## src/hdl/adsr_pkg.sv

```systemverilog
// Shared types, codes and microcode program of the ADSR envelope step block.
package adsr_pkg;

  localparam int CMD_W = 2;
  localparam int VOL_W = 16;
  localparam int ENV_GAIN_W = 16;
  localparam int STAGE_W = 2;
  localparam int CFG_IDX_W = 2;
  localparam int UPC_W = 4;
  localparam int OP_W = 4;
  localparam int COND_W = 3;

  // Commands
  localparam logic [CMD_W-1:0] CMD_TICK    = 2'd0;
  localparam logic [CMD_W-1:0] CMD_NOTE    = 2'd1;
  localparam logic [CMD_W-1:0] CMD_RELEASE = 2'd2;

  // Envelope stages
  localparam logic [STAGE_W-1:0] ST_ATTACK  = 2'd0;
  localparam logic [STAGE_W-1:0] ST_DECAY   = 2'd1;
  localparam logic [STAGE_W-1:0] ST_SUSTAIN = 2'd2;
  localparam logic [STAGE_W-1:0] ST_RELEASE = 2'd3;

  // Configuration register indexes
  localparam logic [CFG_IDX_W-1:0] CFG_ATTACK_STEP    = 2'd0;
  localparam logic [CFG_IDX_W-1:0] CFG_DECAY_FACTOR   = 2'd1;
  localparam logic [CFG_IDX_W-1:0] CFG_SUSTAIN_LEVEL  = 2'd2;
  localparam logic [CFG_IDX_W-1:0] CFG_RELEASE_FACTOR = 2'd3;

  // Register reset values, Q0.16
  localparam logic [31:0] ATTACK_STEP_RST    = 32'd655;
  localparam logic [31:0] DECAY_FACTOR_RST   = 32'd62259;
  localparam logic [31:0] SUSTAIN_LEVEL_RST  = 32'd49152;
  localparam logic [31:0] RELEASE_FACTOR_RST = 32'd62259;

  // Datapath micro-operations
  localparam logic [OP_W-1:0] OP_NOP       = 4'd0;
  localparam logic [OP_W-1:0] OP_CMD       = 4'd1;
  localparam logic [OP_W-1:0] OP_FORCE_REL = 4'd2;
  localparam logic [OP_W-1:0] OP_REL_MUL   = 4'd3;
  localparam logic [OP_W-1:0] OP_REL_FIN   = 4'd4;
  localparam logic [OP_W-1:0] OP_ATT_MUL   = 4'd5;
  localparam logic [OP_W-1:0] OP_ATT_FIN   = 4'd6;
  localparam logic [OP_W-1:0] OP_DEC_GOAL  = 4'd7;
  localparam logic [OP_W-1:0] OP_DEC_CMP   = 4'd8;
  localparam logic [OP_W-1:0] OP_DEC_MUL   = 4'd9;
  localparam logic [OP_W-1:0] OP_DEC_FIN   = 4'd10;
  localparam logic [OP_W-1:0] OP_EMIT      = 4'd11;

  // Branch conditions
  localparam logic [COND_W-1:0] CND_NEVER      = 3'd0;
  localparam logic [COND_W-1:0] CND_ALWAYS     = 3'd1;
  localparam logic [COND_W-1:0] CND_NOTE       = 3'd2;
  localparam logic [COND_W-1:0] CND_IDLE_VOICE = 3'd3;
  localparam logic [COND_W-1:0] CND_ST_ATTACK  = 3'd4;
  localparam logic [COND_W-1:0] CND_ST_DECAY   = 3'd5;
  localparam logic [COND_W-1:0] CND_ST_SUSTAIN = 3'd6;
  localparam logic [COND_W-1:0] CND_GAIN_LE    = 3'd7;

  // Program addresses
  localparam logic [UPC_W-1:0] A_CMD       = 4'd0;
  localparam logic [UPC_W-1:0] A_ACT_CHK   = 4'd1;
  localparam logic [UPC_W-1:0] A_FORCE_REL = 4'd2;
  localparam logic [UPC_W-1:0] A_DISP_ATT  = 4'd3;
  localparam logic [UPC_W-1:0] A_DISP_DEC  = 4'd4;
  localparam logic [UPC_W-1:0] A_DISP_SUS  = 4'd5;
  localparam logic [UPC_W-1:0] A_REL_MUL   = 4'd6;
  localparam logic [UPC_W-1:0] A_REL_FIN   = 4'd7;
  localparam logic [UPC_W-1:0] A_ATT_MUL   = 4'd8;
  localparam logic [UPC_W-1:0] A_ATT_FIN   = 4'd9;
  localparam logic [UPC_W-1:0] A_DEC_GOAL  = 4'd10;
  localparam logic [UPC_W-1:0] A_DEC_CMP   = 4'd11;
  localparam logic [UPC_W-1:0] A_DEC_MUL   = 4'd12;
  localparam logic [UPC_W-1:0] A_DEC_FIN   = 4'd13;
  localparam logic [UPC_W-1:0] A_END       = 4'd14;

  typedef struct packed {
    logic [OP_W-1:0]   op;
    logic [COND_W-1:0] cond;
    logic [UPC_W-1:0]  target;
  } uword_t;

  // Sequencer to datapath
  typedef struct packed {
    logic            load;
    logic            en;
    logic [OP_W-1:0] op;
  } ctl_t;

  // Datapath to sequencer
  typedef struct packed {
    logic               note;
    logic               active;
    logic [STAGE_W-1:0] stage;
    logic               gain_le_goal;
    logic               out_free;
  } sts_t;

  function automatic uword_t ucode_rom(input logic [UPC_W-1:0] addr);
    uword_t w;
    w = '{op: OP_NOP, cond: CND_NEVER, target: A_END};
    case (addr)
      A_CMD:       w = '{op: OP_CMD,       cond: CND_NOTE,       target: A_END};
      A_ACT_CHK:   w = '{op: OP_NOP,       cond: CND_IDLE_VOICE, target: A_END};
      A_FORCE_REL: w = '{op: OP_FORCE_REL, cond: CND_NEVER,      target: A_END};
      A_DISP_ATT:  w = '{op: OP_NOP,       cond: CND_ST_ATTACK,  target: A_ATT_MUL};
      A_DISP_DEC:  w = '{op: OP_NOP,       cond: CND_ST_DECAY,   target: A_DEC_GOAL};
      A_DISP_SUS:  w = '{op: OP_NOP,       cond: CND_ST_SUSTAIN, target: A_END};
      A_REL_MUL:   w = '{op: OP_REL_MUL,   cond: CND_NEVER,      target: A_END};
      A_REL_FIN:   w = '{op: OP_REL_FIN,   cond: CND_ALWAYS,     target: A_END};
      A_ATT_MUL:   w = '{op: OP_ATT_MUL,   cond: CND_NEVER,      target: A_END};
      A_ATT_FIN:   w = '{op: OP_ATT_FIN,   cond: CND_ALWAYS,     target: A_END};
      A_DEC_GOAL:  w = '{op: OP_DEC_GOAL,  cond: CND_NEVER,      target: A_END};
      A_DEC_CMP:   w = '{op: OP_DEC_CMP,   cond: CND_GAIN_LE,    target: A_END};
      A_DEC_MUL:   w = '{op: OP_DEC_MUL,   cond: CND_NEVER,      target: A_END};
      A_DEC_FIN:   w = '{op: OP_DEC_FIN,   cond: CND_ALWAYS,     target: A_END};
      A_END:       w = '{op: OP_EMIT,      cond: CND_NEVER,      target: A_END};
      default:     w = '{op: OP_EMIT,      cond: CND_NEVER,      target: A_END};
    endcase
    return w;
  endfunction

endpackage

```

## src/hdl/adsr_in_if.sv

```systemverilog
// Input channel: envelope commands with valid/ready handshake.
interface adsr_in_if import adsr_pkg::*; ();
  logic             valid;
  logic             ready;
  logic [CMD_W-1:0] cmd;
  logic [VOL_W-1:0] note_volume;

  modport source (output valid, output cmd, output note_volume, input ready);
  modport sink (input valid, input cmd, input note_volume, output ready);
endinterface

```

## src/hdl/adsr_out_if.sv

```systemverilog
// Result channel: envelope gain, stage and activity with valid/ready handshake.
interface adsr_out_if import adsr_pkg::*; ();
  logic                  valid;
  logic                  ready;
  logic [ENV_GAIN_W-1:0] env_gain;
  logic [STAGE_W-1:0]    env_stage;
  logic                  voice_active;

  modport source (output valid, output env_gain, output env_stage, output voice_active,
                  input ready);
  modport sink (input valid, input env_gain, input env_stage, input voice_active,
                output ready);
endinterface

```

## src/hdl/adsr_useq.sv

```systemverilog
// Microcode sequencer: step counter, program fetch and conditional jumps.
module adsr_useq import adsr_pkg::*; (
  input  logic clk,
  input  logic rst_n,
  input  logic in_valid,
  output logic in_ready,
  input  sts_t sts,
  output ctl_t ctl
);

  logic             busy_r, busy_nxt;
  logic [UPC_W-1:0] upc_r, upc_nxt;
  uword_t           word;
  logic             stall;
  logic             take;

  always_comb begin
    word  = ucode_rom(upc_r);
    stall = (word.op == OP_EMIT) && !sts.out_free;
    case (word.cond)
      CND_NEVER:      take = 1'b0;
      CND_ALWAYS:     take = 1'b1;
      CND_NOTE:       take = sts.note;
      CND_IDLE_VOICE: take = !sts.active;
      CND_ST_ATTACK:  take = (sts.stage == ST_ATTACK);
      CND_ST_DECAY:   take = (sts.stage == ST_DECAY);
      CND_ST_SUSTAIN: take = (sts.stage == ST_SUSTAIN);
      CND_GAIN_LE:    take = sts.gain_le_goal;
      default:        take = 1'b0;
    endcase
  end

  assign in_ready = !busy_r;
  assign ctl.load = in_valid && !busy_r;
  assign ctl.en   = busy_r && !stall;
  assign ctl.op   = word.op;

  always_comb begin
    busy_nxt = busy_r;
    upc_nxt  = upc_r;
    if (!busy_r) begin
      if (in_valid) begin
        busy_nxt = 1'b1;
        upc_nxt  = A_CMD;
      end
    end else if (!stall) begin
      if (word.op == OP_EMIT) begin
        busy_nxt = 1'b0;
      end else if (take) begin
        upc_nxt = word.target;
      end else begin
        upc_nxt = upc_r + UPC_W'(1);
      end
    end
  end

  always_ff @(posedge clk) begin
    if (!rst_n) begin
      busy_r <= 1'b0;
      upc_r  <= A_CMD;
    end else begin
      busy_r <= busy_nxt;
      upc_r  <= upc_nxt;
    end
  end

endmodule

```

## src/hdl/adsr_dpath.sv

```systemverilog
// Envelope datapath: config registers, voice state, shared multiplier, result register.
module adsr_dpath import adsr_pkg::*; #(
  parameter int GAIN_BITS = 16
) (
  input  logic                 clk,
  input  logic                 rst_n,
  input  logic                 cfg_we,
  input  logic [CFG_IDX_W-1:0] cfg_index,
  input  logic [GAIN_BITS-1:0] cfg_wdata,
  input  logic [CMD_W-1:0]     in_cmd,
  input  logic [VOL_W-1:0]     in_note_volume,
  input  ctl_t                 ctl,
  output sts_t                 sts,
  adsr_out_if.source           out_ch
);

  localparam int unsigned EPS = ((32'd1 << GAIN_BITS) + 32'd50) / 32'd100;
  localparam logic [GAIN_BITS-1:0] EPS_G = GAIN_BITS'(EPS);

  logic [GAIN_BITS-1:0] att_step_r, dec_fac_r, sus_lvl_r, rel_fac_r;

  logic [CMD_W-1:0]     cmd_r;
  logic [GAIN_BITS-1:0] vol_in_r;

  logic [GAIN_BITS-1:0] gain_r, gain_nxt;
  logic [GAIN_BITS-1:0] vol_r, vol_nxt;
  logic [STAGE_W-1:0]   stage_r, stage_nxt;
  logic                 rel_r, rel_nxt;
  logic                 act_r, act_nxt;
  logic [GAIN_BITS-1:0] goal_r;
  logic [GAIN_BITS-1:0] prod_r;

  logic [GAIN_BITS-1:0]   mul_a, mul_b;
  logic [2*GAIN_BITS-1:0] product;
  logic                   mul_load;
  logic [GAIN_BITS:0]     att_sum;
  logic                   emit;

  logic                  out_valid_r, out_valid_nxt;
  logic [ENV_GAIN_W-1:0] out_gain_r;
  logic [STAGE_W-1:0]    out_stage_r;
  logic                  out_act_r;

  // Configuration registers
  always_ff @(posedge clk) begin
    if (!rst_n) begin
      att_step_r <= GAIN_BITS'(ATTACK_STEP_RST);
      dec_fac_r  <= GAIN_BITS'(DECAY_FACTOR_RST);
      sus_lvl_r  <= GAIN_BITS'(SUSTAIN_LEVEL_RST);
      rel_fac_r  <= GAIN_BITS'(RELEASE_FACTOR_RST);
    end else if (cfg_we) begin
      case (cfg_index)
        CFG_ATTACK_STEP:    att_step_r <= cfg_wdata;
        CFG_DECAY_FACTOR:   dec_fac_r  <= cfg_wdata;
        CFG_SUSTAIN_LEVEL:  sus_lvl_r  <= cfg_wdata;
        CFG_RELEASE_FACTOR: rel_fac_r  <= cfg_wdata;
        default: ;
      endcase
    end
  end

  // Latch the accepted beat
  always_ff @(posedge clk) begin
    if (ctl.load) begin
      cmd_r    <= in_cmd;
      vol_in_r <= GAIN_BITS'(in_note_volume);
    end
  end

  // Shared multiplier operand select
  always_comb begin
    mul_a    = '0;
    mul_b    = '0;
    mul_load = 1'b0;
    case (ctl.op)
      OP_REL_MUL: begin
        mul_a = gain_r;          mul_b = rel_fac_r; mul_load = ctl.en;
      end
      OP_ATT_MUL: begin
        mul_a = att_step_r;      mul_b = vol_r;     mul_load = ctl.en;
      end
      OP_DEC_GOAL: begin
        mul_a = sus_lvl_r;       mul_b = vol_r;     mul_load = ctl.en;
      end
      OP_DEC_MUL: begin
        mul_a = gain_r - goal_r; mul_b = dec_fac_r; mul_load = ctl.en;
      end
      default: ;
    endcase
  end

  assign product = {{GAIN_BITS{1'b0}}, mul_a} * {{GAIN_BITS{1'b0}}, mul_b};
  assign att_sum = {1'b0, gain_r} + {1'b0, prod_r};

  always_ff @(posedge clk) begin
    if (mul_load) begin
      prod_r <= product[2*GAIN_BITS-1:GAIN_BITS];
    end
    if (ctl.en && ctl.op == OP_DEC_CMP) begin
      goal_r <= prod_r;
    end
  end

  // Voice state update
  always_comb begin
    gain_nxt  = gain_r;
    vol_nxt   = vol_r;
    stage_nxt = stage_r;
    rel_nxt   = rel_r;
    act_nxt   = act_r;
    if (ctl.en) begin
      case (ctl.op)
        OP_CMD: begin
          if (cmd_r == CMD_NOTE) begin
            vol_nxt   = vol_in_r;
            gain_nxt  = '0;
            stage_nxt = ST_ATTACK;
            rel_nxt   = 1'b0;
            act_nxt   = 1'b1;
          end else if (cmd_r == CMD_RELEASE) begin
            rel_nxt = 1'b1;
          end
        end
        OP_FORCE_REL: begin
          if (rel_r) begin
            stage_nxt = ST_RELEASE;
          end
        end
        OP_REL_FIN: begin
          if (prod_r < EPS_G) begin
            gain_nxt = '0;
            act_nxt  = 1'b0;
          end else begin
            gain_nxt = prod_r;
          end
        end
        OP_ATT_FIN: begin
          if (att_sum >= {1'b0, vol_r}) begin
            gain_nxt  = vol_r;
            stage_nxt = ST_DECAY;
          end else begin
            gain_nxt = att_sum[GAIN_BITS-1:0];
          end
        end
        OP_DEC_CMP: begin
          if (gain_r <= prod_r) begin
            gain_nxt  = prod_r;
            stage_nxt = ST_SUSTAIN;
          end
        end
        OP_DEC_FIN: begin
          if (prod_r < EPS_G) begin
            gain_nxt  = goal_r;
            stage_nxt = ST_SUSTAIN;
          end else begin
            gain_nxt = goal_r + prod_r;
          end
        end
        default: ;
      endcase
    end
  end

  always_ff @(posedge clk) begin
    if (!rst_n) begin
      gain_r  <= '0;
      vol_r   <= '0;
      stage_r <= ST_ATTACK;
      rel_r   <= 1'b0;
      act_r   <= 1'b0;
    end else begin
      gain_r  <= gain_nxt;
      vol_r   <= vol_nxt;
      stage_r <= stage_nxt;
      rel_r   <= rel_nxt;
      act_r   <= act_nxt;
    end
  end

  // Result register
  assign emit = ctl.en && (ctl.op == OP_EMIT);

  always_comb begin
    out_valid_nxt = out_valid_r;
    if (out_valid_r && out_ch.ready) begin
      out_valid_nxt = 1'b0;
    end
    if (emit) begin
      out_valid_nxt = 1'b1;
    end
  end

  always_ff @(posedge clk) begin
    if (!rst_n) begin
      out_valid_r <= 1'b0;
    end else begin
      out_valid_r <= out_valid_nxt;
    end
  end

  always_ff @(posedge clk) begin
    if (emit) begin
      out_gain_r  <= ENV_GAIN_W'(gain_r);
      out_stage_r <= stage_r;
      out_act_r   <= act_r;
    end
  end

  assign out_ch.valid        = out_valid_r;
  assign out_ch.env_gain     = out_gain_r;
  assign out_ch.env_stage    = out_stage_r;
  assign out_ch.voice_active = out_act_r;

  assign sts.note         = (cmd_r == CMD_NOTE);
  assign sts.active       = act_r;
  assign sts.stage        = stage_r;
  assign sts.gain_le_goal = (gain_r <= prod_r);
  assign sts.out_free     = !out_valid_r || out_ch.ready;

endmodule

```

## src/hdl/adsr_envelope_step.sv

```systemverilog
// Top level of the single-voice ADSR envelope step block.
//
//   channel  | dir | handshake         | payload
//   ---------+-----+-------------------+------------------------------------------
//   in_ch    | in  | valid/ready       | cmd[1:0], note_volume[15:0]
//   out_ch   | out | valid/ready       | env_gain[15:0], env_stage[1:0], voice_active
//   cfg      | in  | cfg_we (no wait)  | cfg_index[1:0], cfg_wdata[GAIN_BITS-1:0]
//
// Each beat runs a short microcode program: 2 steps for a note start, 3 for a
// tick on a silent voice, up to 10 steps for a decay tick (goal multiply, compare,
// distance multiply, finish). in_ch.ready stays low while a program runs, so a new
// beat is taken only once the previous one has finished.
// The one shared multiplier, registered after each use, sets the step count.
// The result sits in an output register; the final step stalls only while that
// register still holds a beat that out_ch has not taken.
// Reset is synchronous, active low; it restores the register defaults and a silent voice.
module adsr_envelope_step import adsr_pkg::*; #(
  parameter int GAIN_BITS = 16
) (
  input  logic                 clk,
  input  logic                 rst_n,
  input  logic                 cfg_we,
  input  logic [CFG_IDX_W-1:0] cfg_index,
  input  logic [GAIN_BITS-1:0] cfg_wdata,
  adsr_in_if.sink              in_ch,
  adsr_out_if.source           out_ch
);

  ctl_t ctl;
  sts_t sts;
  logic seq_ready;

  // Sequencer: fetch control words, advance or jump
  adsr_useq u_useq (
    .clk      (clk),
    .rst_n    (rst_n),
    .in_valid (in_ch.valid),
    .in_ready (seq_ready),
    .sts      (sts),
    .ctl      (ctl)
  );

  assign in_ch.ready = seq_ready;

  // Datapath: hold voice state, run the multiplier, drive the result beat
  adsr_dpath #(
    .GAIN_BITS (GAIN_BITS)
  ) u_dpath (
    .clk            (clk),
    .rst_n          (rst_n),
    .cfg_we         (cfg_we),
    .cfg_index      (cfg_index),
    .cfg_wdata      (cfg_wdata),
    .in_cmd         (in_ch.cmd),
    .in_note_volume (in_ch.note_volume),
    .ctl            (ctl),
    .sts            (sts),
    .out_ch         (out_ch)
  );

  // A new result beat appears only as the sequencer finishes its program.
  a_emit_ends_program: assert property (@(posedge clk) disable iff (!rst_n)
    $rose(out_ch.valid) |-> $rose(in_ch.ready))
    else $error("result beat raised without sequencer completing");

  // A voice that has gone silent always reports zero gain.
  a_silent_zero_gain: assert property (@(posedge clk) disable iff (!rst_n)
    (out_ch.valid && !out_ch.voice_active) |-> (out_ch.env_gain == '0))
    else $error("inactive voice with nonzero gain");

  // An accepted beat keeps the sequencer busy for at least one step.
  a_accept_busy: assert property (@(posedge clk) disable iff (!rst_n)
    (in_ch.valid && in_ch.ready) |=> !in_ch.ready)
    else $error("sequencer ready right after accept");

endmodule

```

## src/flat_wrapper.sv

```systemverilog
// flat-port wrapper written by rule: the top's interface ports become plain ports
module adsr_envelope_step_flat import adsr_pkg::*;
#(
  parameter int GAIN_BITS = 16
)
  (clk, rst_n, cfg_we, cfg_index, cfg_wdata, in_ch_valid, in_ch_cmd, in_ch_note_volume, in_ch_ready, out_ch_valid, out_ch_env_gain, out_ch_env_stage, out_ch_voice_active, out_ch_ready);
  adsr_in_if in_ch_i ();
  adsr_out_if out_ch_i ();
  input  logic clk;
  input  logic rst_n;
  input  logic cfg_we;
  input  logic [CFG_IDX_W-1:0] cfg_index;
  input  logic [GAIN_BITS-1:0] cfg_wdata;
  input wire logic [$bits(in_ch_i.valid)-1:0] in_ch_valid;
  input wire logic [$bits(in_ch_i.cmd)-1:0] in_ch_cmd;
  input wire logic [$bits(in_ch_i.note_volume)-1:0] in_ch_note_volume;
  output wire logic [$bits(in_ch_i.ready)-1:0] in_ch_ready;
  output wire logic [$bits(out_ch_i.valid)-1:0] out_ch_valid;
  output wire logic [$bits(out_ch_i.env_gain)-1:0] out_ch_env_gain;
  output wire logic [$bits(out_ch_i.env_stage)-1:0] out_ch_env_stage;
  output wire logic [$bits(out_ch_i.voice_active)-1:0] out_ch_voice_active;
  input wire logic [$bits(out_ch_i.ready)-1:0] out_ch_ready;
  assign in_ch_i.valid = in_ch_valid;
  assign in_ch_i.cmd = in_ch_cmd;
  assign in_ch_i.note_volume = in_ch_note_volume;
  assign in_ch_ready = in_ch_i.ready;
  assign out_ch_valid = out_ch_i.valid;
  assign out_ch_env_gain = out_ch_i.env_gain;
  assign out_ch_env_stage = out_ch_i.env_stage;
  assign out_ch_voice_active = out_ch_i.voice_active;
  assign out_ch_i.ready = out_ch_ready;
  adsr_envelope_step #(.GAIN_BITS(GAIN_BITS)) u_core (.clk(clk), .rst_n(rst_n), .cfg_we(cfg_we), .cfg_index(cfg_index), .cfg_wdata(cfg_wdata), .in_ch(in_ch_i), .out_ch(out_ch_i));
endmodule
```

## config.mk

```make
export PLATFORM = sky130hd
export DESIGN_NAME = adsr_envelope_step_flat
export DESIGN_NICKNAME = d
export VERILOG_FILES = /design/src/hdl/adsr_pkg.sv /design/src/hdl/adsr_in_if.sv /design/src/hdl/adsr_out_if.sv /design/src/hdl/adsr_useq.sv /design/src/hdl/adsr_dpath.sv /design/src/hdl/adsr_envelope_step.sv /design/src/flat_wrapper.sv
export SDC_FILE = /design/constraint.sdc
export NUM_CORES = 1
export LEC_CHECK = 0
export ABC_AREA = 1
export BUFFER_PORTS_ARGS = -buffer_cell sky130_fd_sc_hd__buf_2
export CORE_UTILIZATION = 30
export DETAILED_ROUTE_END_ITERATION = 10
export SETUP_SLACK_MARGIN = 0.3
export SLEW_MARGIN = 20
export SYNTH_ARGS = -nofsm -noshare
export SYNTH_HDL_FRONTEND = slang
export SYNTH_SLANG_ARGS = --single-unit
```

## constraint.sdc

```tcl
create_clock -name clk -period 6.8 [get_ports clk]
set_input_delay 1.36 -clock clk [delete_from_list [all_inputs] [get_ports clk]]
set_output_delay 1.36 -clock clk [all_outputs]
set_load 0.005 [all_outputs]
```

==> summary.txt, run 1 <==
Route
  • Final ANT Viol Nets: 0
  • Top Metal Used: met4
  • Vias: 17500
  • First-pass iteration count of the detailed router: 8
  • WL met3: 4.07 mm
  • Mean number of vias per cell: 4.85
  • DRC: 0
  • Routed length on met2: 28.5 mm
  • WL final: 62.1 mm
  • Post-Route M1 WL: 27.9 mm
  • DR WL/cell: 17.2 µm
  • DR iter-0 viols: 1358

STA
  • Final Hold Viols: 0
  • Min cycle time layout: 6.78 ns
  • Least-Margin Pin Slew: 0.907 ns
  • Relative slew slack: 39.5%
  • Final Cycle Share: 99.6%
  • Max Clock Skew: 0.0276 ns
  • Fin. max-slew vios: 0
  • Unrepaired setup endpoints after global routing: true
  • Setup Viol. Count Final: 0
  • Highest Clock Rate: 148 MHz
  • Hold Slack: 0.458 ns

Place
  • DPL Wire Length: 50.5 mm
  • Placed cell areas: 22000 µm²
  • IO buf count: 61
  • GP Congestion: 0.904

Clocking
  • Clk sinks: 184
  • Num CTS Buffers: 17
  • CTS tree: done
  • CTS root buffer: clkbuf_16
  • Clock Pin Slew Worst Setup and Hold Paths: 0.09 ns
  • Clock buffer depth: 2
  • H-tree levels: 4
  • Clock Latency Late Sink: 0.47 ns

Power and ir drop
  • Maximum VDD drop: 0.163 mV
  • Power Density: 147 nW/µm²
  • Leakage dissipation: 11.6 nW
  • Overall Power: 3.45 mW

Finish
  • Synth-to-layout area growth: 21.3%
  • Commonest non-fill, non-tap cell in the layout: nand2_1
  • Most frequent cells in the layout: nand2_1 (509), inv_1 (446), nor2_1 (227)
  • Cell area after layout: 23500 µm²
  • N_diodes: 0
  • Fraction of layout cells with a size suffix above 1: 17.7%
  • Final Util: 37.0%
  • Nets: 3180

Floorplan
  • Die Y: 256 µm
  • Die area: 65600 µm²
  • Top Ports: 62
  • Die Span X: 256 µm
  • Initial core utilization: 30.5%
  • Placeable Area: 63400 µm²
  • Number of cell rows: 92

Yosys
  • Sequential share of the synthesized area: 22.6%
  • Ys flop type: dfxtp_1
  • Distinct cells, synth: 56
  • Syn_area_per_cell: 7.66 µm²
  • Post-synthesis register bit count: 184
  • Netlist area before placement: 19400 µm²
  • EDFF count, synth: 69
  • Post-Syn Instances: 2530
  • Post-synth net total: 2955
  • Yosys synthesis warning count: 0
  • Async S/R FF share, synth: 0%

Worst setup path
  • Crit path required time: 7.04 ns
  • Worst setup EP type: register
  • Crit-path max cell delay: 0.53 ns
  • Critical path class: reg -> reg
  • Worst Path Max Fanout: 5
  • CP Launch Type: register
  • Crit path DAT: 7.02 ns
  • Most frequent CP cell: fa_1
  • Crit-path slowest cell: fa_1
  • R2R Setup Slk: 0.02 ns

GRT
  • Grt ovf: 0
  • Vias in the first global route: 17500
  • First-pass GRT wire length: 98.1 mm
  • GRT Overall Usage: 19.2%
  • Pin count of the biggest net entering global routing: 90
  • Initial antenna violation count: 1

Flow run
  • Max-cap violations: 0

Hold path
  • HP Class: reg -> reg

Run status
  • Status: finished, final reports clean
registers in the layout (all words and copies together) (netlist names), 2 cells and up:
name,count
u_core.u_dpath.att_step_r,16
u_core.u_dpath.cmd_r,2
u_core.u_dpath.dec_fac_r,16
u_core.u_dpath.gain_r,16
u_core.u_dpath.goal_r,16
u_core.u_dpath.out_ch.env_gain,16
u_core.u_dpath.out_ch.env_stage,2
u_core.u_dpath.prod_r,16
u_core.u_dpath.rel_fac_r,16
u_core.u_dpath.stage_r,2
u_core.u_dpath.sus_lvl_r,16
u_core.u_dpath.vol_in_r,16
u_core.u_dpath.vol_r,16
u_core.u_useq.upc_r,4
u_core.u_useq.word,9
cells by family (layout without fill, tap and decap cells):
group	Yosys count	after routing	share of synthesized area, %
AND/OR/NAND/NOR	985	985	20.9
buffers and inverters	541	779	10.7
AO/OA/AOI/OAI	403	403	11.9
adder cells (fa/ha/maj)	384	384	32.4
flip-flops	184	184	22.6
XOR/XNOR	33	33	1.49
worst paths after layout:
kind | cells past startpoint | endpoint | from
max reg2reg | 35 | u_core.u_dpath.prod_r[15] | u_core.u_dpath.goal_r[0]
min | 2 | u_core.u_dpath.sus_lvl_r[10] | u_core.u_dpath.sus_lvl_r[10]
max | 35 | u_core.u_dpath.prod_r[15] | u_core.u_dpath.goal_r[0]
min reg2reg | 2 | u_core.u_dpath.sus_lvl_r[10] | u_core.u_dpath.sus_lvl_r[10]
worst max-delay path, delay by kind of cell (launching register included):
| family | cells | cell delay (ns) |
|---|---|---|
| AO/OA/AOI/OAI | 3 | 0.33 |
| adder cells (fa/ha/maj) | 9 | 3.75 |
| buffers and inverters | 8 | 0.46 |
| flip-flops | 1 | 0.41 |
| AND/OR/NAND/NOR | 15 | 1.64 |
layout make-up:
class | instances | area, µm²
Inverter | 483 | 1820
Clock inverter | 14 | 169
Sequential cell | 184 | 4380
Fill cell | 6586 | 39900
Tap cell | 846 | 1060
Clock buffer | 18 | 429
Timing Repair Buffer | 264 | 1890
Multi-Input combinational cell | 1805 | 13700
per-layer routing:
metal / up-vias / global-route usage, %
li1: 8495 / -
met1: 8428 / 25.9
met2: 516 / 31.5
met3: 99 / 2.84
met4: 0 / 5.71
met5: - / 0
Yosys cell counts (2+ instances only):
library cell / number / area, µm²
a31oi_1: 5 / 31.3
xnor2_1: 8 / 70.1
o21bai_1: 6 / 45.0
inv_2: 6 / 22.5
fa_1: 196 / 3920
o21ai_1: 2 / 10.0
nand2_2: 7 / 43.8
edfxtp_1: 69 / 2070
a21oi_1: 192 / 961
nand3_1: 130 / 651
o21ai_0: 122 / 611
nand2_4: 3 / 33.8
nor4_1: 5 / 31.3
o22ai_1: 7 / 43.8
and3_1: 2 / 12.5
clkbuf_1: 42 / 158
a21o_1: 11 / 82.6
nor2_1: 247 / 927
a211oi_1: 5 / 37.5
nor2_2: 3 / 18.8
nor3_1: 22 / 110
nand4_1: 8 / 50.1
xor2_1: 25 / 219
clkinv_1: 10 / 37.5
or2_2: 4 / 25.0
nand3b_1: 6 / 45.0
buf_2: 12 / 60.1
a221oi_1: 14 / 123
a21boi_0: 3 / 22.5
ha_1: 188 / 2350
o21a_1: 4 / 30.0
a221oi_2: 2 / 30.0
nor3_2: 2 / 20.0
o211ai_1: 16 / 120
nand2_1: 542 / 2030
inv_1: 465 / 1750
dfxtp_1: 115 / 2300
buf_6: 3 / 33.8
a22o_1: 2 / 17.5
o31ai_1: 3 / 22.5
timing repair:
action,in CTS,in global routing
hold buffers,0,0
buffers inserted,14,4
pin swaps,44,31
endpoints found under the setup margin,16,16
gates resized for setup,129,64
metrics by stage:
| step | TNS, ns | instances | setup WS (ns) |
|---|---|---|---|
| floorplan | 0 | 2530 | 0.298 |
| finish | 0 | 3614 | 0.0241 |
| global placement | -1.58 | 3564 | -0.267 |
| detailed placement | -1.79 | 3564 | -0.204 |
| CTS | 0 | 3610 | 0.0607 |
| global route | -4.33 | 3614 | -0.368 |
power breakdown:
| group | internal, mW | switching, mW | leakage, nW |
|---|---|---|---|
| registers | 1.22 | 0.0682 | 1.60 |
| logic | 0.360 | 0.762 | 9.75 |
| clock network | 0.497 | 0.541 | 0.285 |
Power figures use the tool's default switching activity.
==> run 2, diff against run 1 <==
--- a/config.mk
+++ b/config.mk
@@ -7,10 +7,11 @@
 export LEC_CHECK = 0
 export ABC_AREA = 1
 export BUFFER_PORTS_ARGS = -buffer_cell sky130_fd_sc_hd__buf_2
+export CAP_MARGIN = 20
 export CORE_UTILIZATION = 30
 export DETAILED_ROUTE_END_ITERATION = 10
 export SETUP_SLACK_MARGIN = 0.3
-export SLEW_MARGIN = 20
+export SLEW_MARGIN = 10
 export SYNTH_ARGS = -nofsm -noshare
 export SYNTH_HDL_FRONTEND = slang
 export SYNTH_SLANG_ARGS = --single-unit
==> constraint.sdc (replaced) <==
create_clock -name clk -period 8.31 [get_ports clk]
set_input_delay 1.662 -clock clk [delete_from_list [all_inputs] [get_ports clk]]
set_output_delay 1.662 -clock clk [all_outputs]
set_load 0.005 [all_outputs]
==> run 2 against run 1 <==
Effect of this change:
- first-iteration DRC count fell by 6.3%
- clock skew fell by 0.0036 ns
- wire length fell by 2.3%
- cell area fell by 8.3%
- non-clock buffer count fell by 148
- sequential share of layout area rose by 1.7 points
- clock power fell by 18%
- sequential power fell by 19%
- die area did not move
- global-route usage fell by 0.33 points
- critical endpoint is now u_core.u_dpath.prod_r[13]
==> summary.txt, run 2 (synthesized netlist as in run 1, its figures left out) <==
Clocking
  • Clock Pin Slew Worst Setup and Hold Paths: 0.09 ns
  • Num CTS Buffers: 17
  • Hold Buf Count CTS: 0
  • Clk sinks: 184
  • CTS root buffer: clkbuf_16
  • CTS tree: done
  • H-tree levels: 4
  • Clock buffer depth: 2
  • Clock Latency Late Sink: 0.47 ns

Floorplan
  • Initial core utilization: 30.5%
  • Die area: 65600 µm²
  • Die Span X: 256 µm
  • Placeable Area: 63400 µm²
  • Number of cell rows: 92
  • Die Y: 256 µm
  • Top Ports: 62

Worst setup path
  • R2R depth: 37
  • R2R Setup Slk: 0.80 ns
  • Crit-path max cell delay: 0.55 ns
  • Worst Path Max Fanout: 10
  • R2R Path Start: u_core.u_dpath.gain_r[0]
  • Crit path required time: 8.55 ns
  • Worst setup EP type: register
  • Crit-path slowest cell: fa_1
  • Crit path DAT: 7.75 ns
  • Critical path class: reg -> reg
  • Crit Reg-Reg Endpoint: u_core.u_dpath.prod_r[13]
  • CP Launch Type: register
  • Most frequent CP cell: inv_1

STA
  • TNS Setup: 0 ns
  • Setup WS post-layout: 0.799 ns
  • Fin. max-slew vios: 0
  • Max Clock Skew: 0.0240 ns
  • Setup Viol. Count Final: 0
  • Highest Clock Rate: 133 MHz
  • Final Cycle Share: 90.4%
  • Least-Margin Pin Slew: 1.08 ns
  • Hold Slack: 0.456 ns
  • Min cycle time layout: 7.51 ns
  • Unrepaired setup endpoints after global routing: true
  • Final Hold Viols: 0
  • Relative slew slack: 28.2%

Route
  • DR iter-0 viols: 1273
  • DR WL/cell: 17.5 µm
  • WL final: 60.7 mm
  • Vias: 17000
  • Mean number of vias per cell: 4.90
  • First-pass iteration count of the detailed router: 6
  • Final ANT Viol Nets: 0
  • DRC: 0

Finish
  • Synth-to-layout area growth: 11.2%
  • Nets: 3032
  • Fraction of layout cells with a size suffix above 1: 7.40%
  • Most frequent cells in the layout: nand2_1 (540), inv_1 (464), nor2_1 (246)
  • # fillers: 6751
  • Commonest non-fill, non-tap cell in the layout: nand2_1
  • N_diodes: 0

Power and ir drop
  • Power Density: 127 nW/µm²
  • Maximum VDD drop: 0.159 mV
  • Overall Power: 2.73 mW
  • Leakage dissipation: 10.7 nW

Place
  • DPL Wire Length: 49.6 mm
  • GP Congestion: 0.926
  • Pre-CTS setup slack: 0.648 ns
  • IO buf count: 61

GRT
  • Grt ovf: 0
  • Vias in the first global route: 16800
  • First-pass GRT wire length: 96.1 mm
  • Pin count of the biggest net entering global routing: 63
  • GRT Overall Usage: 18.8%
  • Initial antenna violation count: 0

Hold path
  • Hold Path End: u_core.u_dpath.rel_fac_r[6]
  • Hold Path Stages: 2
  • Worst hold start: u_core.u_dpath.rel_fac_r[6]
  • HP Class: reg -> reg

Run status
  • Status: finished, final reports clean

Flow run
  • Max-cap violations: 0
==> run 2: cell count changes in the layout (fill, tap and decap cells not counted), sizes merged <==
cell,before,now
inv,480,478
clkinv,16,17
buf,264,116
clkbuf,18,19
==> run 2: area by class of cell <==
cell class	count	area, µm²	area share, %
flip-flops and latches	184	4370	20.3
repair buffers	116	726	3.37
clock inverters	13	154	0.714
well taps	846	1060	4.91
multi-input cells	1805	13000	60.2
clock buffers	19	443	2.06
inverters	483	1820	8.45
==> run 2: per-layer routing <==
layer / routed length [µm] / global-route usage, %
met1: 27600 / 25.6
met2: 27600 / 30.5
met3: 3810 / 2.94
met4: 1660 / 5.89
met5: 0 / 0
==> run 2: power breakdown <==
group / switching (mW) / leakage (nW) / total (mW) / internal (mW)
sequential: 0.0521 / 1.60 / 1.05 / 0.999
clock: 0.437 / 0.291 / 0.850 / 0.413
combinational: 0.598 / 8.84 / 0.825 / 0.226
total: 1.09 / 10.7 / 2.73 / 1.64
==> run 2: worst max-delay path by stage <==
| stage | endpoint | slack (ns) | cells past startpoint | start |
|---|---|---|---|---|
| 2_1_floorplan | u_core.u_dpath.prod_r[15] | 1.44 | 36 | u_core.u_dpath.gain_r[0] |
| 3_3_place_gp | u_core.u_dpath.prod_r[15] | 0.74 | 36 | u_core.u_dpath.gain_r[0] |
| 3_5_place_dp | u_core.u_dpath.prod_r[15] | 0.65 | 36 | u_core.u_dpath.gain_r[0] |
| 4_1_cts | u_core.u_dpath.prod_r[15] | 0.64 | 36 | u_core.u_dpath.gain_r[0] |
| 5_1_grt | u_core.u_dpath.prod_r[6] | 0.27 | 36 | u_core.u_dpath.gain_r[0] |
| 6_report | u_core.u_dpath.prod_r[13] | 0.80 | 37 | u_core.u_dpath.gain_r[0] |
==> run 2: stage by stage <==
step / utilization, % / instances / area (µm²)
global route: 34.0 / 3466 / 21500
floorplan: - / 2530 / 19400
global placement: 32.9 / 3431 / 20900
detailed placement: 33.0 / 3432 / 20900
CTS: 33.9 / 3464 / 21500
finish: 34.0 / 3466 / 21500
==> run 2: timing repair <==
action / CTS / global route
gates resized for setup: 0 / 8
hold endpoints to repair: 0 / 0
endpoints found under the setup margin: 0 / 13
setup buffers: 0 / 2
==> run 2: worst max-delay path: cells and delay by family (launching register included) <==
kind / cells / cell delay (ns)
AO/OA/AOI/OAI: 3 / 0.39
AND/OR/NAND/NOR: 16 / 1.98
buffers and inverters: 9 / 0.69
adder cells (fa/ha/maj): 9 / 3.87
flip-flops: 1 / 0.35
